$ cat src/hdl/fst_pkg.sv
// Shared types, codes and defaults for the frame sequence timer.
`timescale 1ns / 1ps

package fst_pkg;

    localparam int MAX_FRAMES_DEF = 16;
    localparam int TIME_BITS_DEF  = 16;

    localparam int REQ_W   = 3;
    localparam int DELTA_W = 16;
    localparam int SLOT_W  = 4;
    localparam int DUR_W   = 16;
    localparam int POS_W   = 8;
    localparam int INDEX_W = 4;
    localparam int SPEED_W = 12;
    localparam int COUNT_W = 5;

    localparam int CFG_ADDR_W = 2;
    localparam int CFG_DATA_W = 12;

    localparam logic [CFG_ADDR_W-1:0] CFG_LOOP_ENABLE = 2'd0;
    localparam logic [CFG_ADDR_W-1:0] CFG_SPEED_Q8    = 2'd1;
    localparam logic [CFG_ADDR_W-1:0] CFG_FRAME_COUNT = 2'd2;

    localparam logic [SPEED_W-1:0] SPEED_RESET = 12'd256;

    typedef enum logic [REQ_W-1:0] {
        REQ_TICK  = 3'd0,
        REQ_LOAD  = 3'd1,
        REQ_PLAY  = 3'd2,
        REQ_PAUSE = 3'd3,
        REQ_STOP  = 3'd4
    } req_t;

    typedef enum logic [5:0] {
        S_IDLE  = 6'b000001,
        S_ADD   = 6'b000010,
        S_CMP   = 6'b000100,
        S_WAIT  = 6'b001000,
        S_FETCH = 6'b010000,
        S_RESP  = 6'b100000
    } state_t;

endpackage

$ cat src/hdl/frame_sequence_timer.sv
// Top level of the frame sequence timer: sequencer, frame tables and shared compare unit.
//
// Channel   Direction  Handshake                 Payload
// request   in         start high, busy low      req_type, delta_time, frame_slot,
//                                                frame_duration, frame_col, frame_row
// result    out        result_valid, one cycle   frame_index, cur_col, cur_row,
//                                                is_playing, finished
// config    in         cfg_we                    cfg_addr, cfg_wdata
//
// A tick that runs goes from accept to add and compare, then for each frame it advances
// (at most the frame count) to wait and compare again, then to fetch and result; each
// advance is one table read and one compare and subtract in the shared unit. A tick that
// stops on the last frame goes from compare to fetch. Other items go to fetch and result.
// Reset clears the position, elapsed time and run flag; the frame tables hold garbage until
// loaded. The result cannot be held off; busy stays high until it has been shown.
`timescale 1ns / 1ps

module frame_sequence_timer #(
    parameter int MAX_FRAMES = fst_pkg::MAX_FRAMES_DEF,
    parameter int TIME_BITS  = fst_pkg::TIME_BITS_DEF
) (
    input  logic                            clk,
    input  logic                            rst_n,
    input  logic                            start,
    output logic                            busy,
    input  logic [fst_pkg::REQ_W-1:0]       req_type,
    input  logic [fst_pkg::DELTA_W-1:0]     delta_time,
    input  logic [fst_pkg::SLOT_W-1:0]      frame_slot,
    input  logic [fst_pkg::DUR_W-1:0]       frame_duration,
    input  logic [fst_pkg::POS_W-1:0]       frame_col,
    input  logic [fst_pkg::POS_W-1:0]       frame_row,
    output logic                            result_valid,
    output logic [fst_pkg::INDEX_W-1:0]     frame_index,
    output logic [fst_pkg::POS_W-1:0]       cur_col,
    output logic [fst_pkg::POS_W-1:0]       cur_row,
    output logic                            is_playing,
    output logic                            finished,
    input  logic                            cfg_we,
    input  logic [fst_pkg::CFG_ADDR_W-1:0]  cfg_addr,
    input  logic [fst_pkg::CFG_DATA_W-1:0]  cfg_wdata
);

    import fst_pkg::*;

    localparam int IW   = (MAX_FRAMES > 1) ? $clog2(MAX_FRAMES) : 1;
    localparam int CW   = $clog2(MAX_FRAMES + 1);
    localparam int EW   = TIME_BITS + 8;
    localparam int PW   = TIME_BITS + SPEED_W;
    localparam int SW   = PW + 1;
    localparam int XW   = (EW > DUR_W + 8) ? EW : DUR_W + 8;

    state_t                 state_reg, state_next;
    logic                   loop_reg, loop_next;
    logic [SPEED_W-1:0]     speed_reg, speed_next;
    logic [COUNT_W-1:0]     count_reg, count_next;
    logic [EW-1:0]          elapsed_reg, elapsed_next;
    logic [IW-1:0]          cur_reg, cur_next;
    logic                   running_reg, running_next;
    logic                   fin_reg, fin_next;
    logic [CW-1:0]          steps_reg, steps_next;
    logic [PW-1:0]          prod_reg, prod_next;

    logic [DUR_W-1:0]       dur_mem [MAX_FRAMES];
    logic [2*POS_W-1:0]     pos_mem [MAX_FRAMES];
    logic [DUR_W-1:0]       dur_rd_reg;
    logic [2*POS_W-1:0]     pos_rd_reg;

    logic [CW-1:0]          active_n;
    logic [31:0]            delta_ext;
    logic [TIME_BITS-1:0]   delta_eff;
    logic [SW-1:0]          sum;
    logic [XW-1:0]          elapsed_x;
    logic [XW-1:0]          dur_x;
    logic [XW-1:0]          diff_x;
    logic [CW-1:0]          cur_inc;
    logic [31:0]            cur_ext;
    logic                   slot_ok;
    logic                   accept;

    assign accept    = start && (state_reg == S_IDLE);
    assign active_n  = (32'(count_reg) < MAX_FRAMES) ? CW'(count_reg) : CW'(MAX_FRAMES);
    assign delta_ext = 32'(delta_time);
    assign delta_eff = delta_ext[TIME_BITS-1:0];
    assign sum       = SW'(elapsed_reg) + SW'(prod_reg);
    assign elapsed_x = XW'(elapsed_reg);
    assign dur_x     = XW'({dur_rd_reg, 8'd0});
    assign diff_x    = elapsed_x - dur_x;
    assign cur_inc   = CW'(cur_reg) + CW'(1);
    assign slot_ok   = 32'(frame_slot) < MAX_FRAMES;
    assign cur_ext   = 32'(cur_reg);

    always_comb
    begin
        state_next   = state_reg;
        loop_next    = loop_reg;
        speed_next   = speed_reg;
        count_next   = count_reg;
        elapsed_next = elapsed_reg;
        cur_next     = cur_reg;
        running_next = running_reg;
        fin_next     = fin_reg;
        steps_next   = steps_reg;
        prod_next    = prod_reg;

        if (cfg_we)
        begin
            case (cfg_addr)
                CFG_LOOP_ENABLE: loop_next  = cfg_wdata[0];
                CFG_SPEED_Q8:    speed_next = cfg_wdata[SPEED_W-1:0];
                CFG_FRAME_COUNT: count_next = cfg_wdata[COUNT_W-1:0];
                default:         ;
            endcase
        end

        case (state_reg)
            S_IDLE:
            begin
                if (start)
                begin
                    fin_next   = 1'b0;
                    state_next = S_FETCH;
                    case (req_type)
                        REQ_TICK:
                        begin
                            if (running_reg && (active_n != '0))
                            begin
                                if (CW'(cur_reg) >= active_n)
                                begin
                                    cur_next = '0;
                                end
                                prod_next  = PW'(delta_eff) * PW'(speed_reg);
                                state_next = S_ADD;
                            end
                        end
                        REQ_PLAY:
                        begin
                            if (active_n != '0)
                            begin
                                running_next = 1'b1;
                            end
                        end
                        REQ_PAUSE:
                        begin
                            running_next = 1'b0;
                        end
                        REQ_STOP:
                        begin
                            running_next = 1'b0;
                            elapsed_next = '0;
                            cur_next     = '0;
                        end
                        default: ;
                    endcase
                end
            end
            S_ADD:
            begin
                if (sum[SW-1:EW] != '0)
                begin
                    elapsed_next = '1;
                end
                else
                begin
                    elapsed_next = sum[EW-1:0];
                end
                steps_next = '0;
                state_next = S_CMP;
            end
            S_CMP:
            begin
                if ((steps_reg == active_n) || (elapsed_x < dur_x))
                begin
                    state_next = S_FETCH;
                end
                else
                begin
                    elapsed_next = diff_x[EW-1:0];
                    steps_next   = steps_reg + CW'(1);
                    if (cur_inc >= active_n)
                    begin
                        if (loop_reg)
                        begin
                            cur_next   = '0;
                            state_next = S_WAIT;
                        end
                        else
                        begin
                            cur_next     = IW'(active_n - CW'(1));
                            running_next = 1'b0;
                            fin_next     = 1'b1;
                            state_next   = S_FETCH;
                        end
                    end
                    else
                    begin
                        cur_next   = IW'(cur_inc);
                        state_next = S_WAIT;
                    end
                end
            end
            S_WAIT:
            begin
                state_next = S_CMP;
            end
            S_FETCH:
            begin
                state_next = S_RESP;
            end
            S_RESP:
            begin
                state_next = S_IDLE;
            end
            default:
            begin
                state_next = S_IDLE;
            end
        endcase
    end

    always_ff @(posedge clk or negedge rst_n)
    begin
        if (!rst_n)
        begin
            state_reg   <= S_IDLE;
            loop_reg    <= 1'b1;
            speed_reg   <= SPEED_RESET;
            count_reg   <= '0;
            elapsed_reg <= '0;
            cur_reg     <= '0;
            running_reg <= 1'b0;
            fin_reg     <= 1'b0;
            steps_reg   <= '0;
        end
        else
        begin
            state_reg   <= state_next;
            loop_reg    <= loop_next;
            speed_reg   <= speed_next;
            count_reg   <= count_next;
            elapsed_reg <= elapsed_next;
            cur_reg     <= cur_next;
            running_reg <= running_next;
            fin_reg     <= fin_next;
            steps_reg   <= steps_next;
        end
    end

    always_ff @(posedge clk)
    begin
        prod_reg <= prod_next;
    end

    always_ff @(posedge clk)
    begin
        if (accept && (req_type == REQ_LOAD) && slot_ok)
        begin
            dur_mem[IW'(frame_slot)] <= frame_duration;
            pos_mem[IW'(frame_slot)] <= {frame_row, frame_col};
        end
        dur_rd_reg <= dur_mem[cur_reg];
        pos_rd_reg <= pos_mem[cur_reg];
    end

    assign busy         = (state_reg != S_IDLE);
    assign result_valid = (state_reg == S_RESP);
    assign frame_index  = cur_ext[INDEX_W-1:0];
    assign cur_col      = pos_rd_reg[POS_W-1:0];
    assign cur_row      = pos_rd_reg[2*POS_W-1:POS_W];
    assign is_playing   = running_reg;
    assign finished     = fin_reg;

endmodule

$ cat config.mk
export PLATFORM = sky130hd
export DESIGN_NAME = frame_sequence_timer
export DESIGN_NICKNAME = d
export VERILOG_FILES = /design/src/hdl/fst_pkg.sv /design/src/hdl/frame_sequence_timer.sv
export SDC_FILE = /design/constraint.sdc
export NUM_CORES = 1
export LEC_CHECK = 0
export BUFFER_PORTS_ARGS = -buffer_cell sky130_fd_sc_hd__buf_4
export CORE_MARGIN = 5
export CORE_UTILIZATION = 65
export CTS_CLUSTER_DIAMETER = 120
export DETAILED_ROUTE_END_ITERATION = 10
export GPL_TIMING_DRIVEN = 0
export PLACE_DENSITY = 0.84
export RECOVER_POWER = 25
export SYNTH_ARGS = -nofsm -noshare
export SYNTH_HDL_FRONTEND = slang
export SYNTH_SLANG_ARGS = --single-unit
$ cat constraint.sdc
create_clock -name clk -period 9.2 [get_ports clk]
set_clock_uncertainty 0.15 [all_clocks]
set_input_delay 0 -clock clk [delete_from_list [all_inputs] [get_ports clk]]
set_output_delay 0 -clock clk [all_outputs]
set_load 0.005 [all_outputs]
## After elaboration in Yosys (flattened, before gate mapping)

Memory sizes are Yosys's and may differ from the RTL's. A register that Yosys moved wholly into a read port is not among the register bits.
Cells that the tools add are included.

| operators by class | value |
|---|---|
| shift operators | 0 |
| equality and inequality tests | 24 |
| muxes and demuxes | 37 |
| div/mod/pow operators | 0 |
| bitwise logic cells | 0 |
| $add $sub $neg | 5 |
| $lt $le $gt $ge | 4 |
| multipliers | 1 |
| reduce and logical (&&, ||, !) cells | 22 |

Operator list:

| operator | number |
|---|---|
| $mux 24 | 4 |
| $pmux 24 s3 | 1 |
| $add 24x28->29 | 1 |
| $mul 16x12->28 | 1 |
| $mux 5 | 5 |
| $lt 24x24->1 | 1 |
| $mux 4 | 6 |
| $pmux 6 s4 | 1 |
| $sub 24x24->24 | 1 |
| $mux 6 | 3 |
| $pmux 4 s2 | 2 |
| $mux 1 | 11 |
| $pmux 5 s2 | 1 |
| $reduce_bool 5->1 | 2 |
| $ne 3x3->1 const B | 3 |
| $ne 2x2->1 const B | 4 |
| $reduce_and 2->1 | 4 |
| $reduce_and 4->1 | 2 |
| $reduce_and 7->1 | 1 |
| $eq 3x2->1 const B | 2 |
| $eq 6x1->1 const B | 1 |
| $eq 6x2->1 const B | 1 |
| $eq 6x3->1 const B | 1 |
| $eq 6x4->1 const B | 1 |
| other kinds (27) | 33 |

| word-level totals | value |
|---|---|
| register bits after elaboration | 87 |
| memories kept | 2 |
| memory bits (read-only) | 0 |
| latch bits | 0 |
| word-level logic and storage cells | 105 |
| input port bits | 73 |
| bits in writable memories | 512 |

Memory list:

| name | words | bits a word | rd ports | clocked after Yosys merged registers in | wr ports | line | text |
|---|---|---|---|---|---|---|---|
| dur_mem | 16 | 16 | 1 | 1 | 1 | frame_sequence_timer.sv:63 | `logic [DUR_W-1:0] dur_mem [MAX_FRAMES];` |
| pos_mem | 16 | 16 | 1 | 1 | 1 | frame_sequence_timer.sv:64 | `logic [2*POS_W-1:0] pos_mem [MAX_FRAMES];` |

## Logic depth before layout (Yosys ltp)

Gate-level depths: netlist of run 1.

| depth | value |
|---|---|
| word-level depth | 8 |
| gate-level depth with buffers | 23 |
| depth with buffers taken out | 21 |

## Worst setup path before layout of run 1

OpenSTA, ideal clock, no wires.

| timing path | value |
|---|---|
| path type | register to register |
| start point | register speed_reg[3] |
| end point | register prod_reg[26] (data pin) |
| arrival | 5,342 ps |
| setup time | 261 ps |
| required time | 8,789 ps |
| cell stages (with the launch flop) | 22 |
| setup slack | 3,447 ps |
| clock period less this slack | 5,753 ps |
| path through | dfrtp_1 -> clkbuf_1 -> nand2_1 -> fa_1 -> inv_1 -> fa_1 -> inv_1 -> fa_1 -> inv_1 -> fa_1 -> inv_1 -> fa_1 -> inv_1 -> ha_1 -> and4_1 -> a21boi_1 -> o22ai_1 -> o311ai_2 -> nand4_1 -> a31oi_1 -> nor4_1 -> a311o_1 |

| between the ends | value |
|---|---|
| longest elaborated chain between the ends | 1 |

RTL lines:

| item | line | text |
|---|---|---|
| from (decl) | frame_sequence_timer.sv:54 | `logic [SPEED_W-1:0] speed_reg, speed_next;` |
| from (signal assigned) | frame_sequence_timer.sv:238 | `speed_reg <= speed_next;` |
| $mul 16x12->28 | frame_sequence_timer.sv:131 | `prod_next = PW'(delta_eff) * PW'(speed_reg);` |
| to (signal assigned) | frame_sequence_timer.sv:250 | `prod_reg <= prod_next;` |
| to (decl) | frame_sequence_timer.sv:61 | `logic [PW-1:0] prod_reg, prod_next;` |

No other way between the ends.
A chain may end at the register's enable or synchronous reset.

## Worst setup path after layout of run 1

Same ends and word-level chain as after synthesis.

==> results of run 1 <==
[report_power, final]
group,switching (mW),internal (mW),total (mW)
Combinational,3.42,2.75,6.18
Clock,1.15,1.47,2.61
Sequential,0.117,3.48,3.60
[layout by cell type (no fill, tap or decap), drive strengths merged, types with 32 or more instances in the layout]
master       netlist  final
fa               142    142
mux4             160    160
dfrtp             56     56
xnor2             47     47
dlygate4sd3        0     73
buf               16    118
clkbuf            64    157
and2              75     75
nand2            189    189
ha               119    119
o21ai             62     62
a21oi             56     56
dfxtp             32     32
inv              220    222
nor2              53     53
edfxtp           540    540
[cell type report]
class,count,area (sq um),area share
clock inverters,39,483,0.0132
inverters,221,830,0.0227
diodes,2,5.00,0.000137
clock buffers,72,1560,0.0426
repair buffers,196,1830,0.0501
well taps,622,778,0.0213
plain buffers,80,329,0.00901
multi-input cells,1153,12400,0.339
flip-flops and latches,631,18300,0.502
[stage by stage]
stage	cells	util
floorplan	2085	-
global placement	2803	0.684
detailed placement	2829	0.695
CTS	3014	0.752
global route	3016	0.751
finish	3016	0.751
[per-layer routing]
layer	part of all wire	wire (um)	up-vias
li1	-	-	8150
met1	0.34	28800	9953
met2	0.52	45000	1231
met3	0.086	7380	293
met4	0.056	4840	4
met5	0.00030	26	-
[worst max-delay path by stage]
stage,slack [ns],end,depth (start not counted),start
5_1_grt,2.09,prod_reg[26],21,speed_reg[4]
3_3_place_gp,1.97,pos_mem[4][10],6,state_reg[3]
6_report,2.46,prod_reg[26],21,speed_reg[3]
4_1_cts,2.55,prod_reg[26],21,speed_reg[3]
3_5_place_dp,2.61,prod_reg[26],21,speed_reg[3]
2_1_floorplan,3.45,prod_reg[26],21,speed_reg[3]
[synthesized netlist by cell type, types with 4 or more instances]
cell / number
sky130_fd_sc_hd__nor3b_1: 6
sky130_fd_sc_hd__o21ai_0: 60
sky130_fd_sc_hd__fa_1: 142
sky130_fd_sc_hd__mux4_2: 160
sky130_fd_sc_hd__a211oi_1: 4
sky130_fd_sc_hd__ha_1: 119
sky130_fd_sc_hd__a21o_1: 23
sky130_fd_sc_hd__nor2_1: 53
sky130_fd_sc_hd__or3_1: 5
sky130_fd_sc_hd__mux2_2: 18
sky130_fd_sc_hd__nand2b_1: 14
sky130_fd_sc_hd__nand3b_1: 5
sky130_fd_sc_hd__a21oi_1: 54
sky130_fd_sc_hd__nor2b_1: 7
sky130_fd_sc_hd__nor3_1: 14
sky130_fd_sc_hd__xor2_1: 19
sky130_fd_sc_hd__inv_1: 220
sky130_fd_sc_hd__clkbuf_1: 64
sky130_fd_sc_hd__nand3_1: 19
sky130_fd_sc_hd__dfxtp_1: 32
sky130_fd_sc_hd__edfxtp_1: 540
sky130_fd_sc_hd__o211ai_1: 11
sky130_fd_sc_hd__buf_1: 11
sky130_fd_sc_hd__xnor2_1: 47
sky130_fd_sc_hd__o21bai_1: 4
sky130_fd_sc_hd__o21a_1: 15
sky130_fd_sc_hd__nand2_1: 189
sky130_fd_sc_hd__and2_1: 75
sky130_fd_sc_hd__a31oi_1: 6
sky130_fd_sc_hd__nand4_1: 7
sky130_fd_sc_hd__and3_1: 10
sky130_fd_sc_hd__dfrtp_1: 56
[worst min-delay path: stages]
cell	delay, ns
sky130_fd_sc_hd__dlygate4sd3_1	0.53
sky130_fd_sc_hd__buf_4	0.10
sky130_fd_sc_hd__mux2_2	0.13
[cells by family (layout without fill, tap and decap cells)]
logic type,Yosys count,count (layout)
flops,631,631
simple gates,418,418
buf+inv,301,608
fa+ha+maj,261,261
compound gates,227,227
mux,181,181
xor+xnor,66,66
other cells,0,2
==> impl_table.tex, run 1 <==
\begin{tabular}{lr}
\hline
Metric & Value \\
\hline
\multicolumn{2}{l}{\textbf{STA}} \\
\quad Setup total negative slack & 0 ns \\
\quad Finish-stage setup viols & 0 \\
\quad Fmax & $\sim$150 MHz \\
\quad Tightest slew margin relative to the limit & 0.102 \\
\quad Final hold violation count & 0 \\
\quad Tcrit/Tclk final & 0.733 \\
\quad Worst setup margin & 2.46 ns \\
\quad Number of max-slew violations in the final report & 0 \\
\quad Transition at the pin with the smallest max-transition slack & 1.35 ns \\
\quad Final-layout worst hold slack & 0.0259 ns \\
\quad Final critical-path required period & around 6.7 ns \\
\quad Setup repair after global routing missed its margin & no \\
\multicolumn{2}{l}{\textbf{Clock tree}} \\
\quad Root Driver & sky130\_fd\_sc\_hd\_\_clkbuf\_16 \\
\quad CTS Sinks & 631 \\
\quad H-tree levels & 2 \\
\quad CTS clock-pin slew for the worst setup and hold paths & $\sim$0.06 ns \\
\quad Clock tree from TritonCTS & built \\
\quad Post-CTS sizing & 0 \\
\quad Worst-skew pair later-pin latency & 0.67 ns \\
\quad Count of buffers added by post-CTS timing repair for setup & 0 \\
\quad Longest Clk Path Bufs & 3 \\
\quad Inserted Clock Buffers & 60 \\
\quad Number of buffers inserted by hold repair at cts & 74 \\
\multicolumn{2}{l}{\textbf{Power}} \\
\quad Leakage power of the design & 13.7 nW \\
\quad Post-layout total power & $\sim$12 mW \\
\quad Power Density & 339 nW/um\^{}2 \\
\quad Worst VDD drop & 0.000611 V \\
\multicolumn{2}{l}{\textbf{Cells and area}} \\
\quad Total non-filler cell area in the finished layout & between 30000 and 40000 sq um \\
\quad Final \#Nets & $\sim$2.7k \\
\quad Count of filler cells inserted in the layout & 2768 \\
\quad Syn-to-layout area delta & 15.0\% \\
\quad Share of post-route cells with drive strength above 1 & 0.170 \\
\multicolumn{2}{l}{\textbf{Setup path}} \\
\quad Required time of the critical path & between 9 and 10 ns \\
\quad Longest individual stage delay on the worst path & about 0.57 ns \\
\quad R2R Path Start & speed\_reg[3] \\
\quad CP Cell Sequence & clkbuf\_1 > nand2\_1 > fa\_1 > inv\_1 > fa\_1 > inv\_1 > fa\_1 > inv\_1 > fa\_1 > inv\_1 > fa\_1 > inv\_1 > ha\_1 > and4\_1 > a21boi\_1 > o22ai\_1 > o311ai\_2 > nand4\_1 > a31oi\_1 > nor4\_1 > a311o\_1 \\
\quad Maximum fanout encountered on the critical timing path & 10 \\
\quad Endpoint of the lowest-slack register-to-register path & prod\_reg[26] \\
\quad WP buf/inv & 6 \\
\quad R2R setup slack & between 2 and 2.5 ns \\
\quad Path type of the worst setup path & register to register \\
\quad Worst path slowest cell & sky130\_fd\_sc\_hd\_\_dfrtp\_1 \\
\quad Depth of the most critical reg-to-reg path & 21 \\
\quad Worst endpoint data arrival time & 6.94 ns \\
\quad Type of element capturing the critical path & register \\
\quad Setup crit start kind & register \\
\quad Critical path's top delay family & adder cells \\
\multicolumn{2}{l}{\textbf{Placement}} \\
\quad Dpl ws & 2.61 ns \\
\quad Post-Place Cell Area & 33800 sq um \\
\quad Buffers on Ports & 96 \\
\quad Dpl hpwl & $\sim$55000 um \\
\quad Final weighted congestion of routability-driven global placement & 0.892 \\
\multicolumn{2}{l}{\textbf{GRT}} \\
\quad Initial antenna violation count & 4 \\
\quad Fraction of met2 tracks used by global routing & 0.577 \\
\quad Met3 track demand over resource in global routing & 0.0696 \\
\quad Largest net degree at the start of global routing & 57 \\
\quad Wire length of the first global-routing pass & 128000 um \\
\quad Grt ovf & 0 \\
\quad Vias in the first global route & 20.6k \\
\quad Layer with the highest usage after global routing & met2 \\
\quad Global router's overall resource usage & 0.327 \\
\quad Global-route met1 utilization & 0.389 \\
\multicolumn{2}{l}{\textbf{Logic synthesis}} \\
\quad Post-synth EDFFs & 540 \\
\quad Largest family of logic cells by synthesized area & adder cells \\
\quad YS warnings & 0 \\
\quad Number of different library cells in the post-synthesis netlist & 80 \\
\quad Cell accounting for the most synthesized area & sky130\_fd\_sc\_hd\_\_edfxtp\_1 \\
\quad Share of synthesized area spent on multiplexers & 0.121 \\
\quad Number of cells produced by synthesis & $\sim$2.1k \\
\quad FF+latch count, synth & 631 \\
\quad FFs w/ async S/R, synth & 0.0935 \\
\quad Synthesized netlist net count & 2419 \\
\quad Cell types with the largest area share after synthesis & sky130\_fd\_sc\_hd\_\_edfxtp\_1 51\%, sky130\_fd\_sc\_hd\_\_mux4\_2 11\%, sky130\_fd\_sc\_hd\_\_fa\_1 9.0\% \\
\quad Synthesized area divided by synthesized cell count & 15.2 sq um \\
\quad Post-synthesis instance area & between 30000 and 40000 sq um \\
\quad Adder-cell share of the synthesized area & 0.136 \\
\quad Synth Area in Compound Gates & 0.0474 \\
\quad Area fraction in and, or, nand and nor cells after synthesis & 0.0633 \\
\quad Most used DFF post-synth & sky130\_fd\_sc\_hd\_\_edfxtp\_1 \\
\quad Xor/xnor cell area share of the yosys netlist & 0.0182 \\
\quad Portion of synthesized cell area occupied by the leading cell type & 0.511 \\
\quad Fraction of the yosys area taken by sequential cells & 0.577 \\
\multicolumn{2}{l}{\textbf{Job}} \\
\quad Max-cap violation count & 0 \\
\multicolumn{2}{l}{\textbf{Status}} \\
\quad Status & finished, final reports clean \\
\multicolumn{2}{l}{\textbf{Min path}} \\
\quad Hold/Removal Path Class & primary input to register \\
\quad Worst hold path stage count & 3 \\
\quad Hold endpoint & speed\_reg[6] \\
\quad Hold\_sp & cfg\_wdata[6] \\
\multicolumn{2}{l}{\textbf{Route}} \\
\quad Routed vias/inst & roughly 6.5 \\
\quad Post-detailed-route wirelength per cell & 28.5 um \\
\quad Detail Route Antenna Nets & 0 \\
\quad Total length of routed wires & $\sim$86000 um \\
\quad Iter 0 DRT Violations & $\sim$2.2k \\
\quad Total number of vias & between 15k and 20k \\
\quad Router iterations before antenna repair & 5 \\
\quad Number of remaining DRC errors & 0 \\
\multicolumn{2}{l}{\textbf{Floorplanning}} \\
\quad IO Pins & 97 \\
\quad Area of the placeable core & 48600 sq um \\
\quad Total die area & between 50000 and 60000 sq um \\
\quad Horizontal die dimension & 231 um \\
\quad Starting utilization of the core area & 0.653 \\
\quad Chip Height & around 230 um \\
\quad Number of standard-cell rows in the floorplan & between 80 and 90 \\
\hline
\end{tabular}
Note: power is estimated with default switching activity, not from simulation.
==> run 2, diff against run 1 <==
--- a/config.mk
+++ b/config.mk
@@ -7,11 +7,11 @@
 export LEC_CHECK = 0
 export BUFFER_PORTS_ARGS = -buffer_cell sky130_fd_sc_hd__buf_4
 export CORE_MARGIN = 5
-export CORE_UTILIZATION = 65
+export CORE_UTILIZATION = 63
 export CTS_CLUSTER_DIAMETER = 120
 export DETAILED_ROUTE_END_ITERATION = 10
 export GPL_TIMING_DRIVEN = 0
-export PLACE_DENSITY = 0.84
+export PLACE_DENSITY = 0.82
 export RECOVER_POWER = 25
 export SYNTH_ARGS = -nofsm -noshare
 export SYNTH_HDL_FRONTEND = slang
==> constraint.sdc (replaced) <==
create_clock -name clk -period 6.3 [get_ports clk]
set_clock_uncertainty 0.15 [all_clocks]
set_input_delay 0 -clock clk [delete_from_list [all_inputs] [get_ports clk]]
set_output_delay 0 -clock clk [all_outputs]
set_load 0.005 [all_outputs]
==> run 2 against run 1 <==
Net effect:
- register-to-register slack worse by 2.2 ns
- first-iteration DRC count fell by 11%
- critical path type unchanged
- via count is 0.66% lower
- fmax is 11% higher
- hold slack improved by 0.0074 ns
- sequential share of layout area decreased by 0.27 points
- largest cell class unchanged
==> impl_table.tex, run 2 (synthesized netlist as in run 1, its figures left out) <==
\begin{tabular}{lr}
\hline
Metric & Value \\
\hline
\multicolumn{2}{l}{\textbf{Status}} \\
\quad Status & finished, final reports clean \\
\multicolumn{2}{l}{\textbf{Floorplanning}} \\
\quad Total die area & 55000 sq um (+3.0\%) \\
\quad Horizontal die dimension & 235 um (+1.5\%) \\
\quad Chip Height & 235 um (+1.5\%) \\
\quad Number of standard-cell rows in the floorplan & 82 (+1.2\%) \\
\quad Starting utilization of the core area & 0.636 (-0.0172) \\
\quad Area of the placeable core & 50000 sq um (+2.7\%) \\
\quad IO Pins & 97 (unchanged) \\
\multicolumn{2}{l}{\textbf{GRT}} \\
\quad Initial antenna violation count & 7 (+3) \\
\quad Vias in the first global route & 20.5k (-0.69\%) \\
\quad Wire length of the first global-routing pass & 123000 um (-4.0\%) \\
\quad Largest net degree at the start of global routing & 57 (unchanged) \\
\quad Grt ovf & 0 (unchanged) \\
\quad Global router's overall resource usage & 0.303 (-0.0241) \\
\multicolumn{2}{l}{\textbf{STA}} \\
\quad Transition at the pin with the smallest max-transition slack & 1.37 ns (+0.0198 ns) \\
\quad Worst setup margin & 0.246 ns (-2.21 ns) \\
\quad Setup total negative slack & 0 ns (unchanged) \\
\quad Finish-stage setup viols & 0 (unchanged) \\
\quad Final critical-path required period & 6.05 ns (-0.687 ns) \\
\quad Tightest slew margin relative to the limit & 0.0890 (-0.0132) \\
\quad Number of max-slew violations in the final report & 0 (unchanged) \\
\quad Tcrit/Tclk final & 0.961 (+0.228) \\
\quad Fmax & 165 MHz (+11\%) \\
\quad Final hold violation count & 0 (unchanged) \\
\multicolumn{2}{l}{\textbf{Setup path}} \\
\quad Worst endpoint data arrival time & 6.25 ns (-0.69 ns) \\
\quad Path type of the worst setup path & register to register \\
\quad WP buf/inv & 4 (-2) \\
\quad Setup crit start kind & register \\
\quad Longest individual stage delay on the worst path & 0.55 ns (-0.02 ns) \\
\quad Most prevalent standard cell on the critical path & sky130\_fd\_sc\_hd\_\_fa\_1 \\
\quad Critical path's top delay family & adder cells \\
\quad Worst Setup SP & speed\_reg[6] \\
\quad CP Cell Sequence & buf\_4 > nand2\_1 > fa\_1 > inv\_1 > fa\_1 > fa\_1 > fa\_1 > inv\_1 > fa\_1 > inv\_1 > ha\_1 > and4\_1 > a21boi\_4 > o22ai\_1 > o311ai\_2 > nand4\_1 > a31oi\_4 > nor4\_1 > a311o\_1 \\
\quad R2R Path Start & speed\_reg[6] \\
\quad Type of element capturing the critical path & register \\
\quad Maximum fanout encountered on the critical timing path & 10 (unchanged) \\
\quad Required time of the critical path & 6.50 ns (-2.90 ns) \\
\quad Worst path slowest cell & sky130\_fd\_sc\_hd\_\_fa\_1 \\
\multicolumn{2}{l}{\textbf{Power}} \\
\quad Post-layout total power & 18.2 mW (+47\%) \\
\quad Worst VDD drop & 0.000803 V (+31\%) \\
\quad Power Density & 496 nW/um\^{}2 (+46\%) \\
\quad Leakage power of the design & 13.8 nW (+0.60\%) \\
\multicolumn{2}{l}{\textbf{Clock tree}} \\
\quad Inserted Clock Buffers & 60 (unchanged) \\
\quad CTS Sinks & 631 (unchanged) \\
\quad CTS clock-pin slew for the worst setup and hold paths & 0.06 ns (about the same) \\
\quad H-tree levels & 2 (unchanged) \\
\quad Longest Clk Path Bufs & 3 (unchanged) \\
\quad Worst-skew pair later-pin latency & 0.66 ns (about the same) \\
\quad Root Driver & sky130\_fd\_sc\_hd\_\_clkbuf\_16 \\
\quad Clock tree from TritonCTS & built \\
\multicolumn{2}{l}{\textbf{Cells and area}} \\
\quad Syn-to-layout area delta & 15.7\% \\
\quad Leading cell type in the layout, fill and taps excluded & sky130\_fd\_sc\_hd\_\_edfxtp\_1 \\
\quad Final core area utilization & 0.735 (-0.0155) \\
\quad Share of post-route cells with drive strength above 1 & 0.182 (+0.0116) \\
\quad Count of filler cells inserted in the layout & 2939 (+6.2\%) \\
\quad Commonest cells after routing, fill and taps aside & 540 x sky130\_fd\_sc\_hd\_\_edfxtp\_1, 220 x sky130\_fd\_sc\_hd\_\_inv\_1, 189 x sky130\_fd\_sc\_hd\_\_nand2\_1 \\
\quad Final \#Nets & 2681 (+0.15\%) \\
\multicolumn{2}{l}{\textbf{Route}} \\
\quad Total length of routed wires & 82000 um (-4.7\%) \\
\quad Total number of vias & 19.5k (-0.66\%) \\
\quad Post-detailed-route wirelength per cell & 26.7 um (-6.6\%) \\
\quad Router iterations before antenna repair & 8 (+3) \\
\quad Routed vias/inst & 6.34 (-2.6\%) \\
\quad Iter 0 DRT Violations & 1942 (-11\%) \\
\quad Detail Route Antenna Nets & 0 (unchanged) \\
\quad Number of remaining DRC errors & 0 (unchanged) \\
\multicolumn{2}{l}{\textbf{Placement}} \\
\quad Dpl hpwl & 52900 um (-3.0\%) \\
\quad Buffers on Ports & 96 (unchanged) \\
\quad Dpl ws & -0.314 ns (-2.92 ns) \\
\quad Final weighted congestion of routability-driven global placement & 0.890 (-0.30\%) \\
\multicolumn{2}{l}{\textbf{Min path}} \\
\quad Hold\_sp & cfg\_wdata[8] \\
\quad Hold/Removal Path Class & primary input to register \\
\multicolumn{2}{l}{\textbf{Job}} \\
\quad Max-cap violation count & 0 (unchanged) \\
\hline
\end{tabular}
==> run 2: power breakdown <==
part | internal (mW) | switching (mW) | total (mW)
combinational | 4.16 | 5.01 | 9.18
sequential | 5.08 | 0.173 | 5.25
clock | 2.16 | 1.63 | 3.79
==> run 2: path summary, 6_finish.rpt <==
check,end,slack [ns],cells past startpoint
worst max register to register,prod_reg[26],0.25,19
worst min register to register,elapsed_reg[4],0.33,2
min in group asynchronous,state_reg[0],0.36,3
max in group asynchronous,speed_reg[5],5.26,4
worst min-delay path,speed_reg[8],0.03,3
worst max-delay path,prod_reg[26],0.25,19
==> run 2: cell type report <==
| class | count | area (sq um) | share of cell area |
|---|---|---|---|
| inverters | 221 | 830 | 0.0226 |
| plain buffers | 78 | 352 | 0.00957 |
| multi-input cells | 1153 | 12400 | 0.338 |
| clock inverters | 31 | 412 | 0.0112 |
| repair buffers | 202 | 1850 | 0.0504 |
| flip-flops and latches | 631 | 18300 | 0.499 |
| diodes | 4 | 10.0 | 0.000273 |
| clock buffers | 83 | 1670 | 0.0454 |
| well taps | 672 | 841 | 0.0229 |
==> run 2: worst min-delay path: stages <==
cell	delay, ns
sky130_fd_sc_hd__dlygate4sd3_1	0.53
sky130_fd_sc_hd__buf_4	0.10
sky130_fd_sc_hd__mux2_2	0.13
==> run 2: routing by layer <==
metal,global-route usage,routed length [um],vias up
met4,0.128,4070,6
li1,-,-,8166
met1,0.366,28300,9981
met5,0,41,-
met3,0.0492,6030,265
met2,0.545,43500,1084
==> run 2: stage by stage <==
step	instance area (sq um)	hold WS, ns	std cells
finish	36700	0.0334	3075
global route	36700	0.0262	3074
CTS	36700	0.00290	3062
detailed placement	33900	0.00227	2879
global placement	33300	-0.00839	2853
floorplan	31800	-0.446	2085
==> run 2: repair_timing <==
action / in CTS / in global routing
gates resized for setup: 15 / 21
endpoints found under the hold margin: 730 / 0
buffers inserted: 1 / 9
endpoints found under the setup margin: 3 / 2
hold buffers: 70 / 0
pin swaps: 1 / 4
